==> src/rtl/core/gke_pkg.sv <==
`timescale 1ns / 1ps
// ----------------------------------------------------------------------------
// gke_pkg
// Shared widths, limits and sequencer state codes of the knapsack estimator.
// ----------------------------------------------------------------------------
package gke_pkg;

  localparam int COST_W   = 16;
  localparam int WEIGHT_W = 16;
  localparam int CAP_W    = 22;
  localparam int VALUE_W  = 22;
  localparam int PROD_W   = COST_W + WEIGHT_W;
  localparam int WSUM_W   = 24;
  localparam logic [VALUE_W-1:0] VALUE_MAX = 22'h3FFFFF;

  typedef enum logic [16:0] {
    ST_LOAD      = 17'b00000000000000001,
    ST_SORT_CUR  = 17'b00000000000000010,
    ST_SORT_CLD  = 17'b00000000000000100,
    ST_SORT_RK   = 17'b00000000000001000,
    ST_SORT_RLD  = 17'b00000000000010000,
    ST_SORT_MUL1 = 17'b00000000000100000,
    ST_SORT_MUL2 = 17'b00000000001000000,
    ST_SORT_CMP  = 17'b00000000010000000,
    ST_SORT_PUT  = 17'b00000000100000000,
    ST_WALK_ANC  = 17'b00000001000000000,
    ST_WALK_ALD  = 17'b00000010000000000,
    ST_WALK_ADAT = 17'b00000100000000000,
    ST_WALK_TEST = 17'b00001000000000000,
    ST_WALK_RLD  = 17'b00010000000000000,
    ST_WALK_ADD  = 17'b00100000000000000,
    ST_WALK_DONE = 17'b01000000000000000,
    ST_FINISH    = 17'b10000000000000000
  } gke_state_t;

endpackage

==> src/rtl/core/gke_ifs.sv <==
`timescale 1ns / 1ps
// ----------------------------------------------------------------------------
// gke item and result channels
// Valid/ready channels carrying one item request and one estimate result.
// ----------------------------------------------------------------------------
interface gke_item_if import gke_pkg::*; ();
  logic                valid;
  logic                ready;
  logic [COST_W-1:0]   item_cost;
  logic [WEIGHT_W-1:0] item_weight;
  logic                last_item;

  modport source (output valid, item_cost, item_weight, last_item, input ready);
  modport sink   (input valid, item_cost, item_weight, last_item, output ready);
endinterface

interface gke_result_if import gke_pkg::*; ();
  logic               valid;
  logic               ready;
  logic [VALUE_W-1:0] best_value;
  logic               overflow;

  modport source (output valid, best_value, overflow, input ready);
  modport sink   (input valid, best_value, overflow, output ready);
endinterface

==> src/rtl/core/gke_ram.sv <==
`timescale 1ns / 1ps
// ----------------------------------------------------------------------------
// gke_ram
// Simple dual-port RAM: one write port, one read port with registered data.
// ----------------------------------------------------------------------------
module gke_ram #(
  parameter int WIDTH = 16,
  parameter int DEPTH = 64
) (
  input  logic                     clk,
  input  logic                     we,
  input  logic [$clog2(DEPTH)-1:0] waddr,
  input  logic [WIDTH-1:0]         wdata,
  input  logic [$clog2(DEPTH)-1:0] raddr,
  output logic [WIDTH-1:0]         rdata
);

  logic [WIDTH-1:0] mem [DEPTH];

  always_ff @(posedge clk) begin
    if (we) begin
      mem[waddr] <= wdata;
    end
    rdata <= mem[raddr];
  end

endmodule

==> src/rtl/core/greedy_knapsack_estimator.sv <==
`timescale 1ns / 1ps
// Operation: each item request is taken while loading; the request flagged last starts
// the estimate. Ranking of the n items is an insertion sort with c ratio compares, at
// most I + n - 1 for I inversions; one shared 16x16 multiplier is used twice per compare.
// The walk then tries each ranked item as anchor and adds items from the top rank down.
// Throughput: one problem at a time; no request is taken while estimating.
// Reset: synchronous, clears counts, best value, overflow flag and capacity.
// ----------------------------------------------------------------------------
// greedy_knapsack_estimator
// Ranks loaded items by cost/weight ratio and takes the best greedy fill.
// ----------------------------------------------------------------------------
module greedy_knapsack_estimator import gke_pkg::*; #(
  parameter int MAX_ITEMS = 64
) (
  input  logic               clk,
  input  logic               rst,
  input  logic               cfg_wr_en,
  input  logic [CAP_W-1:0]   cfg_wr_data,
  gke_item_if.sink           item,
  gke_result_if.source       result
);

  localparam int AW     = $clog2(MAX_ITEMS);
  localparam int CNT_W  = $clog2(MAX_ITEMS + 1);
  localparam int CSUM_R = COST_W + AW;
  localparam int SUM_W  = (CSUM_R > VALUE_W + 1) ? CSUM_R : VALUE_W + 1;

  gke_state_t state;

  // Control state
  logic [CAP_W-1:0]    capacity;
  logic [CNT_W-1:0]    item_count;
  logic                dropped;
  logic [CNT_W-1:0]    i_idx, k_idx, j_idx, r_idx;
  logic                res_valid;

  // Working registers
  logic [COST_W-1:0]   cur_cost;
  logic [WEIGHT_W-1:0] cur_weight;
  logic [WEIGHT_W-1:0] prev_weight;
  logic [AW-1:0]       prev_rank;
  logic [PROD_W-1:0]   lhs, rhs;
  logic [WEIGHT_W-1:0] anchor_weight;
  logic [WSUM_W-1:0]   wsum;
  logic [SUM_W-1:0]    csum;
  logic [SUM_W-1:0]    best;
  logic [VALUE_W-1:0]  res_value;
  logic                res_overflow;

  // RAM ports
  logic                cw_we;
  logic [AW-1:0]       cw_waddr, cw_raddr;
  logic [COST_W-1:0]   cost_rdata;
  logic [WEIGHT_W-1:0] weight_rdata;
  logic                rk_we;
  logic [AW-1:0]       rk_waddr, rk_wdata, rk_raddr;
  logic [AW-1:0]       rank_rdata;

  // Shared multiplier and helpers
  logic [COST_W-1:0]   mul_a;
  logic [WEIGHT_W-1:0] mul_b;
  logic [PROD_W-1:0]   mul_p;
  logic [CNT_W-1:0]    k_dec, r_dec, i_inc, j_inc;
  logic [WSUM_W-1:0]   fill_test;
  logic                item_acc, res_free;

  assign k_dec = k_idx - CNT_W'(1);
  assign r_dec = r_idx - CNT_W'(1);
  assign i_inc = i_idx + CNT_W'(1);
  assign j_inc = j_idx + CNT_W'(1);
  assign fill_test = wsum + WSUM_W'(anchor_weight);

  assign item.ready  = (state == ST_LOAD);
  assign item_acc    = item.valid && item.ready;
  assign res_free    = !res_valid || result.ready;

  assign result.valid      = res_valid;
  assign result.best_value = res_value;
  assign result.overflow   = res_overflow;

  // One multiplier serves both sides of the cross-multiplied ratio compare
  always_comb begin
    if (state == ST_SORT_MUL1) begin
      mul_a = cost_rdata;
      mul_b = cur_weight;
    end else begin
      mul_a = cur_cost;
      mul_b = prev_weight;
    end
    mul_p = PROD_W'(mul_a) * PROD_W'(mul_b);
  end

  // Store writes take the next free slot while loading
  assign cw_we    = item_acc && (item_count < CNT_W'(MAX_ITEMS));
  assign cw_waddr = item_count[AW-1:0];

  always_comb begin
    case (state)
      ST_SORT_CUR: cw_raddr = i_idx[AW-1:0];
      ST_SORT_RLD,
      ST_WALK_ALD,
      ST_WALK_RLD: cw_raddr = rank_rdata;
      default:     cw_raddr = '0;
    endcase
  end

  always_comb begin
    case (state)
      ST_SORT_RK:   rk_raddr = k_dec[AW-1:0];
      ST_WALK_ANC:  rk_raddr = j_idx[AW-1:0];
      ST_WALK_TEST: rk_raddr = r_dec[AW-1:0];
      default:      rk_raddr = '0;
    endcase
  end

  // Shift a higher-ratio entry up, or drop the current item into its slot
  always_comb begin
    rk_waddr = k_idx[AW-1:0];
    rk_we    = 1'b0;
    rk_wdata = i_idx[AW-1:0];
    if (state == ST_SORT_CMP && lhs > rhs) begin
      rk_we    = 1'b1;
      rk_wdata = prev_rank;
    end else if (state == ST_SORT_PUT) begin
      rk_we    = 1'b1;
    end
  end

  gke_ram #(.WIDTH(COST_W), .DEPTH(MAX_ITEMS)) u_cost_ram (
    .clk(clk), .we(cw_we), .waddr(cw_waddr), .wdata(item.item_cost),
    .raddr(cw_raddr), .rdata(cost_rdata)
  );

  gke_ram #(.WIDTH(WEIGHT_W), .DEPTH(MAX_ITEMS)) u_weight_ram (
    .clk(clk), .we(cw_we), .waddr(cw_waddr), .wdata(item.item_weight),
    .raddr(cw_raddr), .rdata(weight_rdata)
  );

  gke_ram #(.WIDTH(AW), .DEPTH(MAX_ITEMS)) u_rank_ram (
    .clk(clk), .we(rk_we), .waddr(rk_waddr), .wdata(rk_wdata),
    .raddr(rk_raddr), .rdata(rank_rdata)
  );

  // Capacity register: the user must write it only while idle; the block does not enforce this
  always_ff @(posedge clk) begin
    if (rst) begin
      capacity <= '0;
    end else if (cfg_wr_en) begin
      capacity <= cfg_wr_data;
    end
  end

  // Payload of the working loops
  always_ff @(posedge clk) begin
    case (state)
      ST_SORT_CLD: begin
        cur_cost   <= cost_rdata;
        cur_weight <= weight_rdata;
      end
      ST_SORT_RLD: prev_rank <= rank_rdata;
      ST_SORT_MUL1: begin
        lhs         <= mul_p;
        prev_weight <= weight_rdata;
      end
      ST_SORT_MUL2: rhs <= mul_p;
      ST_WALK_ADAT: begin
        anchor_weight <= weight_rdata;
        csum          <= SUM_W'(cost_rdata);
        wsum          <= '0;
      end
      ST_WALK_ADD: begin
        wsum <= wsum + WSUM_W'(weight_rdata);
        csum <= csum + SUM_W'(cost_rdata);
      end
      default: ;
    endcase
  end

  // Sequencer
  always_ff @(posedge clk) begin
    if (rst) begin
      state        <= ST_LOAD;
      item_count   <= '0;
      dropped      <= 1'b0;
      best         <= '0;
      i_idx        <= '0;
      k_idx        <= '0;
      j_idx        <= '0;
      r_idx        <= '0;
      res_valid    <= 1'b0;
      res_value    <= '0;
      res_overflow <= 1'b0;
    end else begin
      // Drop the taken result, unless a new one is posted in the same cycle
      if (res_valid && result.ready && state != ST_FINISH) begin
        res_valid <= 1'b0;
      end
      case (state)
        ST_LOAD: begin
          if (item_acc) begin
            if (cw_we) begin
              item_count <= item_count + CNT_W'(1);
            end else begin
              dropped <= 1'b1;
            end
            if (item.last_item) begin
              i_idx <= '0;
              state <= ST_SORT_CUR;
            end
          end
        end
        ST_SORT_CUR: state <= ST_SORT_CLD;
        ST_SORT_CLD: begin
          // Largest single cost seeds the best value
          if (SUM_W'(cost_rdata) > best) begin
            best <= SUM_W'(cost_rdata);
          end
          k_idx <= i_idx;
          state <= (i_idx == '0) ? ST_SORT_PUT : ST_SORT_RK;
        end
        ST_SORT_RK:   state <= ST_SORT_RLD;
        ST_SORT_RLD:  state <= ST_SORT_MUL1;
        ST_SORT_MUL1: state <= ST_SORT_MUL2;
        ST_SORT_MUL2: state <= ST_SORT_CMP;
        ST_SORT_CMP: begin
          // Strictly greater ratio moves up; ties hold arrival order
          if (lhs > rhs) begin
            k_idx <= k_dec;
            state <= (k_dec == '0) ? ST_SORT_PUT : ST_SORT_RK;
          end else begin
            state <= ST_SORT_PUT;
          end
        end
        ST_SORT_PUT: begin
          i_idx <= i_inc;
          if (i_inc == item_count) begin
            j_idx <= '0;
            state <= ST_WALK_ANC;
          end else begin
            state <= ST_SORT_CUR;
          end
        end
        ST_WALK_ANC: state <= ST_WALK_ALD;
        ST_WALK_ALD: state <= ST_WALK_ADAT;
        ST_WALK_ADAT: begin
          r_idx <= item_count;
          state <= ST_WALK_TEST;
        end
        ST_WALK_TEST: begin
          // Walk down from the top rank, skipping the anchor's own slot
          if (r_idx == '0) begin
            state <= ST_WALK_DONE;
          end else if (r_dec == j_idx) begin
            r_idx <= r_dec;
          end else if (fill_test >= WSUM_W'(capacity)) begin
            state <= ST_WALK_DONE;
          end else begin
            r_idx <= r_dec;
            state <= ST_WALK_RLD;
          end
        end
        ST_WALK_RLD: state <= ST_WALK_ADD;
        ST_WALK_ADD: state <= ST_WALK_TEST;
        ST_WALK_DONE: begin
          if (csum > best) begin
            best <= csum;
          end
          j_idx <= j_inc;
          state <= (j_inc == item_count) ? ST_FINISH : ST_WALK_ANC;
        end
        ST_FINISH: begin
          // Hold until the result register is free, then clear the problem
          if (res_free) begin
            res_valid    <= 1'b1;
            res_value    <= (best > SUM_W'(VALUE_MAX)) ? VALUE_MAX : best[VALUE_W-1:0];
            res_overflow <= dropped;
            item_count   <= '0;
            dropped      <= 1'b0;
            best         <= '0;
            state        <= ST_LOAD;
          end
        end
        default: state <= ST_LOAD;
      endcase
    end
  end

endmodule
==> src/flat_wrapper.sv <==
// flat-port wrapper written by rule: the top's interface ports become plain ports
module greedy_knapsack_estimator_flat import gke_pkg::*;
#(
  parameter int MAX_ITEMS = 64
)
  (clk, rst, cfg_wr_en, cfg_wr_data, item_valid, item_item_cost, item_item_weight, item_last_item, item_ready, result_valid, result_best_value, result_overflow, result_ready);
  gke_item_if item_i ();
  gke_result_if result_i ();
  input  logic clk;
  input  logic rst;
  input  logic cfg_wr_en;
  input  logic [CAP_W-1:0] cfg_wr_data;
  input wire logic [$bits(item_i.valid)-1:0] item_valid;
  input wire logic [$bits(item_i.item_cost)-1:0] item_item_cost;
  input wire logic [$bits(item_i.item_weight)-1:0] item_item_weight;
  input wire logic [$bits(item_i.last_item)-1:0] item_last_item;
  output wire logic [$bits(item_i.ready)-1:0] item_ready;
  output wire logic [$bits(result_i.valid)-1:0] result_valid;
  output wire logic [$bits(result_i.best_value)-1:0] result_best_value;
  output wire logic [$bits(result_i.overflow)-1:0] result_overflow;
  input wire logic [$bits(result_i.ready)-1:0] result_ready;
  assign item_i.valid = item_valid;
  assign item_i.item_cost = item_item_cost;
  assign item_i.item_weight = item_item_weight;
  assign item_i.last_item = item_last_item;
  assign item_ready = item_i.ready;
  assign result_valid = result_i.valid;
  assign result_best_value = result_i.best_value;
  assign result_overflow = result_i.overflow;
  assign result_i.ready = result_ready;
  greedy_knapsack_estimator #(.MAX_ITEMS(MAX_ITEMS)) u_core (.clk(clk), .rst(rst), .cfg_wr_en(cfg_wr_en), .cfg_wr_data(cfg_wr_data), .item(item_i), .result(result_i));
endmodule
==> config.mk <==
export PLATFORM = sky130hd
export DESIGN_NAME = greedy_knapsack_estimator_flat
export DESIGN_NICKNAME = d
export VERILOG_FILES = /design/src/rtl/core/gke_pkg.sv /design/src/rtl/core/gke_ifs.sv /design/src/rtl/core/gke_ram.sv /design/src/rtl/core/greedy_knapsack_estimator.sv /design/src/flat_wrapper.sv
export SDC_FILE = /design/constraint.sdc
export NUM_CORES = 2
export LEC_CHECK = 0
export ABC_AREA = 1
export BUFFER_PORTS_ARGS = -buffer_cell sky130_fd_sc_hd__buf_4
export CAP_MARGIN = 10
export CORE_MARGIN = 2
export CORE_UTILIZATION = 40
export DETAILED_ROUTE_END_ITERATION = 6
export SETUP_SLACK_MARGIN = 0.3
export SLEW_MARGIN = 20
export SYNTH_ARGS = -nofsm -noshare
export SYNTH_HDL_FRONTEND = slang
export SYNTH_SLANG_ARGS = --single-unit
export TNS_END_PERCENT = 10
==> constraint.sdc <==
create_clock -name clk -period 14 [get_ports clk]
set_input_delay 0.7 -clock clk [delete_from_list [all_inputs] [get_ports clk]]
set_output_delay 0.7 -clock clk [all_outputs]
set_load 0.01 [all_outputs]
# --- Word-level counts from Yosys, hierarchy flattened ---
# Memories as Yosys holds them, arrays and structs flattened. A register that Yosys moved wholly into a read port is not among the register bits.
# Index checks and enable logic that the tools add are counted.
totals:
  ff_bits: 303
  ramBits: 2432
  inputBits: 60
  out_inout_bits: 25
  word_cells: 152
  n_memories: 3
memory_table:
  columns: ["memory", "words", "width", "read_ports", "rd_clocked_by_memory_dff", "write_ports", "line_no", "source"]
  rows:
  - ["u_core.u_cost_ram.mem", 64, 16, 1, 1, 1, "gke_ram.sv:18", "logic [WIDTH-1:0] mem [DEPTH];"]
  - ["u_core.u_weight_ram.mem", 64, 16, 1, 1, 1, "gke_ram.sv:18", null]
  - ["u_core.u_rank_ram.mem", 64, 6, 1, 1, 1, "gke_ram.sv:18", null]
classes:
  n_addsub: 8
  mul: 1
  n_lt_le_gt_ge: 6
  eq_ne: 33
  muxes: 52
  n_reduce_logical: 28
ops:
  columns: ["cell", "count"]
  rows:
  - ["17-bit case mux with 16 select lines", 1]
  - ["17-bit 2-to-1 mux", 7]
  - ["7-bit 2-to-1 mux", 10]
  - ["7-bit case mux with 2 select lines", 5]
  - ["23-bit 2-to-1 mux", 3]
  - ["23-bit case mux with 3 select lines", 1]
  - ["24-bit by 16-bit adder with 24-bit output", 2]
  - ["16-bit 2-to-1 mux", 3]
  - ["24-bit case mux with 2 select lines", 1]
  - ["23-bit case mux with 2 select lines", 1]
  - ["32-bit greater-than comparator", 1]
  - ["16-bit by 16-bit multiplier with 32-bit output", 1]
  - ["24-bit by 22-bit >= comparator with 1-bit output", 1]
  - ["23-bit by 16-bit adder with 23-bit output", 1]
  - ["16-bit by 23-bit greater-than comparator with 1-bit output", 1]
  - ["23-bit by 22-bit greater-than comparator with 1-bit output, second input constant", 1]
  - ["23-bit greater-than comparator", 1]
  - ["22-bit 2-to-1 mux", 1]
  - ["7-bit by 1-bit adder with 7-bit output, second input constant", 3]
  - ["7-bit equality test", 3]
  - ["7-bit logical NOT", 3]
  - ["9-bit 2-to-1 mux", 2]
  - ["6-bit case mux with 3 select lines", 1]
  - ["17-bit by 1-bit equality test with 1-bit output, second input constant", 1]
  - ["37 further kinds", 73]

# --- Logic depth before layout (Yosys ltp) ---
logic_depth:
  ltp_word: 6
  mapped_depth: 35

# --- Hierarchy ---
# From an unflattened synthesis, not the netlist that was laid out.
unflattened:
  hier_cells: 11464
  area_unflattened_um2: 125799.4
by_module_without_submodules:
  columns: ["module", "instances", "cells_each", "area_each_um2", "seq_area_each_um2"]
  rows:
  - ["gke_ram (u_core.u_cost_ram ...)", 2, 3517, 42099.1, 31069.8]
  - ["greedy_knapsack_estimator", 1, 3054, 25670.9, 7877.6]
  - ["gke_ram (u_core.u_rank_ram)", 1, 1376, 15930.3, 11651.2]

# --- Least setup slack after synthesis ---
# OpenSTA, ideal clock, no wires.
synth_timing:
  path_kind: "register to register"
  from: "register u_core.state[2]"
  to: "register u_core.lhs[30] (data pin)"
  setup_ns: 0.262
  arrival_time_ns: 7.937
  required_ns: 13.738
  setup_slack_ns: 5.802
  path_stages_with_launch: 34
  n_path_buf: 1
  period_less_slack_ns: 8.198
  cell_sequence: "dfxtp_1 > nor2_2 > nand2_1 > nor3_1 > nand4_2 > inv_1 > clkbuf_1 > or2_2 > o21ai_1 > inv_1 > nand2_1 > fa_1 > inv_1 > fa_1 > inv_1 > fa_1 > inv_1 > fa_1 > fa_1 > inv_1 > fa_1 > inv_1 > ha_1 > nand2_1 > inv_1 > a21oi_1 > nand2_1 > nand2_1 > nand3_1 > a21boi_0 > o21ai_0 > nand2_1 > nand2_1 > xor2_1"
synth_between:
  elab_chain_len: 3
  word_cells_on_any_way: 4
synth_lines:
  columns: ["element", "line_no", "source"]
  rows:
  - ["start: declaration", "greedy_knapsack_estimator.sv:28", "gke_state_t state;"]
  - ["start signal: assignment", "greedy_knapsack_estimator.sv:219", "state <= (i_idx == '0) ? ST_SORT_PUT : ST_SORT_RK;"]
  - ["start signal: assignment", "greedy_knapsack_estimator.sv:229", "state <= (k_dec == '0) ? ST_SORT_PUT : ST_SORT_RK;"]
  - ["start signal: assignment", "greedy_knapsack_estimator.sv:269", "state <= (j_inc == item_count) ? ST_FINISH : ST_WALK_ANC;"]
  - ["17-bit by 6-bit equality test with 1-bit output (*)", "greedy_knapsack_estimator.sv:83", "if (state == ST_SORT_MUL1) begin"]
  - ["16-bit 2-to-1 mux", "greedy_knapsack_estimator.sv:83", null]
  - ["16-bit by 16-bit multiplier with 32-bit output (*)", "greedy_knapsack_estimator.sv:90", "mul_p = PROD_W'(mul_a) * PROD_W'(mul_b);"]
  - ["net u_core.mul_p[30]", "greedy_knapsack_estimator.sv:62", "logic [PROD_W-1:0] mul_p;"]
  - ["end signal: assignment", "greedy_knapsack_estimator.sv:162", "lhs <= mul_p;"]
  - ["end: declaration", "greedy_knapsack_estimator.sv:42", "logic [PROD_W-1:0] lhs, rhs;"]
# Mark *: on every way through the listed nets, which the timed path passes. The rest lies on a longest branch.
# A chain may end at the register's enable or synchronous reset.

# --- Worst setup path in the final report ---
layout_timing:
  from: "register u_core.state[16]"
  to: "register u_core.lhs[30] (data pin)"
# Same word-level chain as after synthesis.

==> impl_metrics.toml <==
[route]
via_per_inst = 5.41
wirelength_um = 376000
final_antenna_net_count = 0
vias = 92000
drtIter0Drc = 9837
remaining_drc_errors = 0
wire_per_inst_um = 22.1
dr.pass1.iters = 6

[grt]
grt_pass1_vias = 87600
grt_max_degree = 155
grt_pass1_wl_um = 564000
grt_use_total_pct = 21.8
overflow = 0
antenna_found_initial = 20

[placed_design]
dp_hpwl_um = 215000
gp_congestion = 0.894
dpl_cell_area_sq_um = 138000
port_buffers = 84

[sta]
fin_setup_tns_ps = 0
rsz0062_at_grt = "false"
fmax_mhz = 105
period_needed_ps = 9550
tightest_slew_ps = 1070
finalCritPeriodShare_pct = 68.2
fin_skew_ps = 34.9
drv_slew = 0
setup_viol = 0
report.final.hold_viol_count = 0
slew_headroom_pct = 28.9

[cells_and_area]
fill_cells = 30700
final_cell_area_sq_um = 147000
final_common_cell = "nand3_1"
nets = 12900
drive_above_1_share_pct = 6.53
syn_to_final_growth_pct = 10.9
final_cell_mix = "nand3_1, edfxtp_1, nand2_1"

[clocking]
cts_tree = "done"
clock_path_buffers = 4
cts_made_buffers = 301
root_buffer = "clkbuf_16"
clkTransAtPathRegs_ps = 60
clkLatencyLatePin_ps = 910
cts_sinks = 2773
cts_setup_buffers = 0
cts_max_level = 5

[die]
rows = 211
die_w_um = 581
die_h_um = 581
core_sq_um = 331000
initial_core_util_pct = 40.2
die_area_sq_um = 337000
io_pins = 85

[logic_synthesis]
synth.largest_area_cell = "edfxtp_1"
syn_area_sq_um = 133000
ys_ff_latch = 2773
async_reset_ff_share_pct = 0
synth_cell_types = 58
synth_fp_nets = 13100
avgSynthCellArea_sq_um = 10.6
synth_enable_flop_cells = 2613
ys_seq_area_share_pct = 61.4
yosys_warnings = 0
ys.flop_type = "edfxtp_1"
ys_top_cells_by_area = "edfxtp_1, nand3_1, nand2_1"
synth_top_area_share_pct = 59.0
syn-instance-count = 12600

[run]
maxCapViolations = 0

[power_and_ir_drop]
power_switching_mw = 4.69
switching_share_pct = 24.8
power_leakage_nw = 56.8
p_int_mw = 14.2
ir_drop_v = 0.000117
pwr-share-comb_pct = 8.6
pwr-share-seq_pct = 50.2
p_per_area_nw_per_um2 = 128
pwr-share-clk_pct = 41.2

[worst_setup_path]
worstSetupEndpointType = "register"
max_stage_delay_ps = 710
cp_slowest_cell = "dfxtp_1"
cp_max_fo = 63
cp_common_cell = "fa_1"
worst-setup-path-type = "reg -> reg"
startpoint_type = "register"
required_ps = 14620
crit_arrival_ps = 10170

[hold_path]
hold_path.class = "in -> reg"

[status]
outcome = "finished clean"
layout make-up:
| type | instances | area, sq um | share of cell area (%) |
|---|---|---|---|
| clock inverters | 141 | 1240 | 0.844 |
| flip-flops and latches | 2773 | 81700 | 55.4 |
| well taps | 4366 | 5460 | 3.71 |
| repair buffers | 265 | 2100 | 1.43 |
| clock buffers | 394 | 8230 | 5.58 |
| inverters | 1786 | 6720 | 4.56 |
| multi-input cells | 7273 | 41900 | 28.5 |
| diodes | 8 | 20.0 | 0.0136 |
worst max-delay path, delay by kind of cell (launching register included):
family | cells | cell delay [ps]
buffers and inverters | 9 | 2350
adders and majority gates | 7 | 3300
AOI/OAI and AO/OA | 5 | 1320
DFF | 1 | 710
and+or+nand+nor | 8 | 1380
xor gates and xnor gates | 1 | 160
metrics by stage:
| stage | std cells | worst slack [ps] | utilization, % | hold slack, ps | power [mW] |
|---|---|---|---|---|---|
| after global placement | 16500 | 4610 | 41.7 | 458 | 11.2 |
| after global routing | 17000 | 3820 | 44.6 | 83.7 | 19.5 |
| final | 17000 | 4450 | 44.6 | 83.6 | 18.9 |
| after detailed placement | 16500 | 4520 | 41.7 | 459 | 11.2 |
| after floorplan | 12600 | 5800 | - | 431 | 10.4 |
| after CTS | 17000 | 4480 | 44.6 | 16.8 | 19.0 |
final timing paths:
path | start | endpoint | slack (ps) | cells after the start
worst max-delay path | u_core.state[16] | u_core.lhs[30] | 4450 | 30
worst max register to register | u_core.state[16] | u_core.lhs[30] | 4450 | 30
worst min register to register | u_core.capacity[20] | u_core.capacity[20] | 470 | 2
worst min-delay path | cfg_wr_en | u_core.capacity[0] | 80 | 3
power groups by stage:
stage	Clock (mW)	Sequential, mW	Combinational, mW
2_1_floorplan	0	9.55	0.885
3_3_place_gp	0	9.65	1.57
3_5_place_dp	0	9.65	1.58
4_1_cts	7.92	9.48	1.59
5_1_grt	8.23	9.49	1.78
6_report	7.79	9.48	1.62
sequential cells by signal, indices dropped and copies added, names as in the netlist, 23 cells and up:
signal                   count
u_core.u_rank_ram.mem      384
u_core.lhs                  32
u_core.rhs                  32
u_core.best                 23
u_core.csum                 23
u_core.wsum                 24
u_core.u_weight_ram.mem   1024
u_core.u_cost_ram.mem     1024
per-layer routing:
metal | wire (um) | global-route usage [%] | share of wire [%] | vias up
met5 | 103 | 0 | 0.027 | -
met4 | 10100 | 6.10 | 2.7 | 14
met3 | 29100 | 3.49 | 7.7 | 626
met2 | 171000 | 34.1 | 45 | 3370
met1 | 166000 | 31.3 | 44 | 45200
li1 | - | - | - | 42700
Yosys cell counts (3+ instances only):
| cell type | n |
|---|---|
| inv_1 | 1763 |
| buf_4 | 44 |
| edfxtp_1 | 2613 |
| nor3_1 | 54 |
| inv_2 | 9 |
| buf_1 | 94 |
| o21ai_1 | 21 |
| clkbuf_1 | 267 |
| fa_1 | 197 |
| clkinv_1 | 14 |
| o21ai_0 | 162 |
| o22ai_1 | 10 |
| buf_6 | 4 |
| a21o_1 | 10 |
| a21oi_1 | 209 |
| a31oi_1 | 31 |
| nor2_2 | 5 |
| nor4_1 | 6 |
| nand3_1 | 2631 |
| o211a_1 | 4 |
| a21boi_0 | 5 |
| nor2_1 | 447 |
| o211ai_1 | 10 |
| o21ai_2 | 5 |
| xnor2_1 | 29 |
| nand2_2 | 4 |
| nand3b_1 | 836 |
| xor2_1 | 49 |
| or2_2 | 34 |
| nand4_1 | 177 |
| o221ai_1 | 3 |
| a211oi_1 | 11 |
| a22oi_1 | 5 |
| o21bai_1 | 11 |
| dfxtp_1 | 160 |
| buf_2 | 325 |
| o21a_1 | 11 |
| nand2_1 | 2017 |
| ha_1 | 253 |
repair_timing:
action,in CTS,in global routing
hold buffers,1,0
gates resized for setup,0,0
hold endpoints to repair,1,0
cells by family (layout without fill, tap and decap cells):
group	after synthesis	after routing	synth area share, %
AND/OR/NAND/NOR	6228	6228	23.0
flip-flops	2773	2773	61.4
adder cells (fa/ha/maj)	450	450	5.35
XOR/XNOR	78	78	0.514
buffers and inverters	2520	2586	7.57
AO/OA/AOI/OAI	517	517	2.17
other	0	8	0
Note: power is estimated with default switching activity, not from simulation.
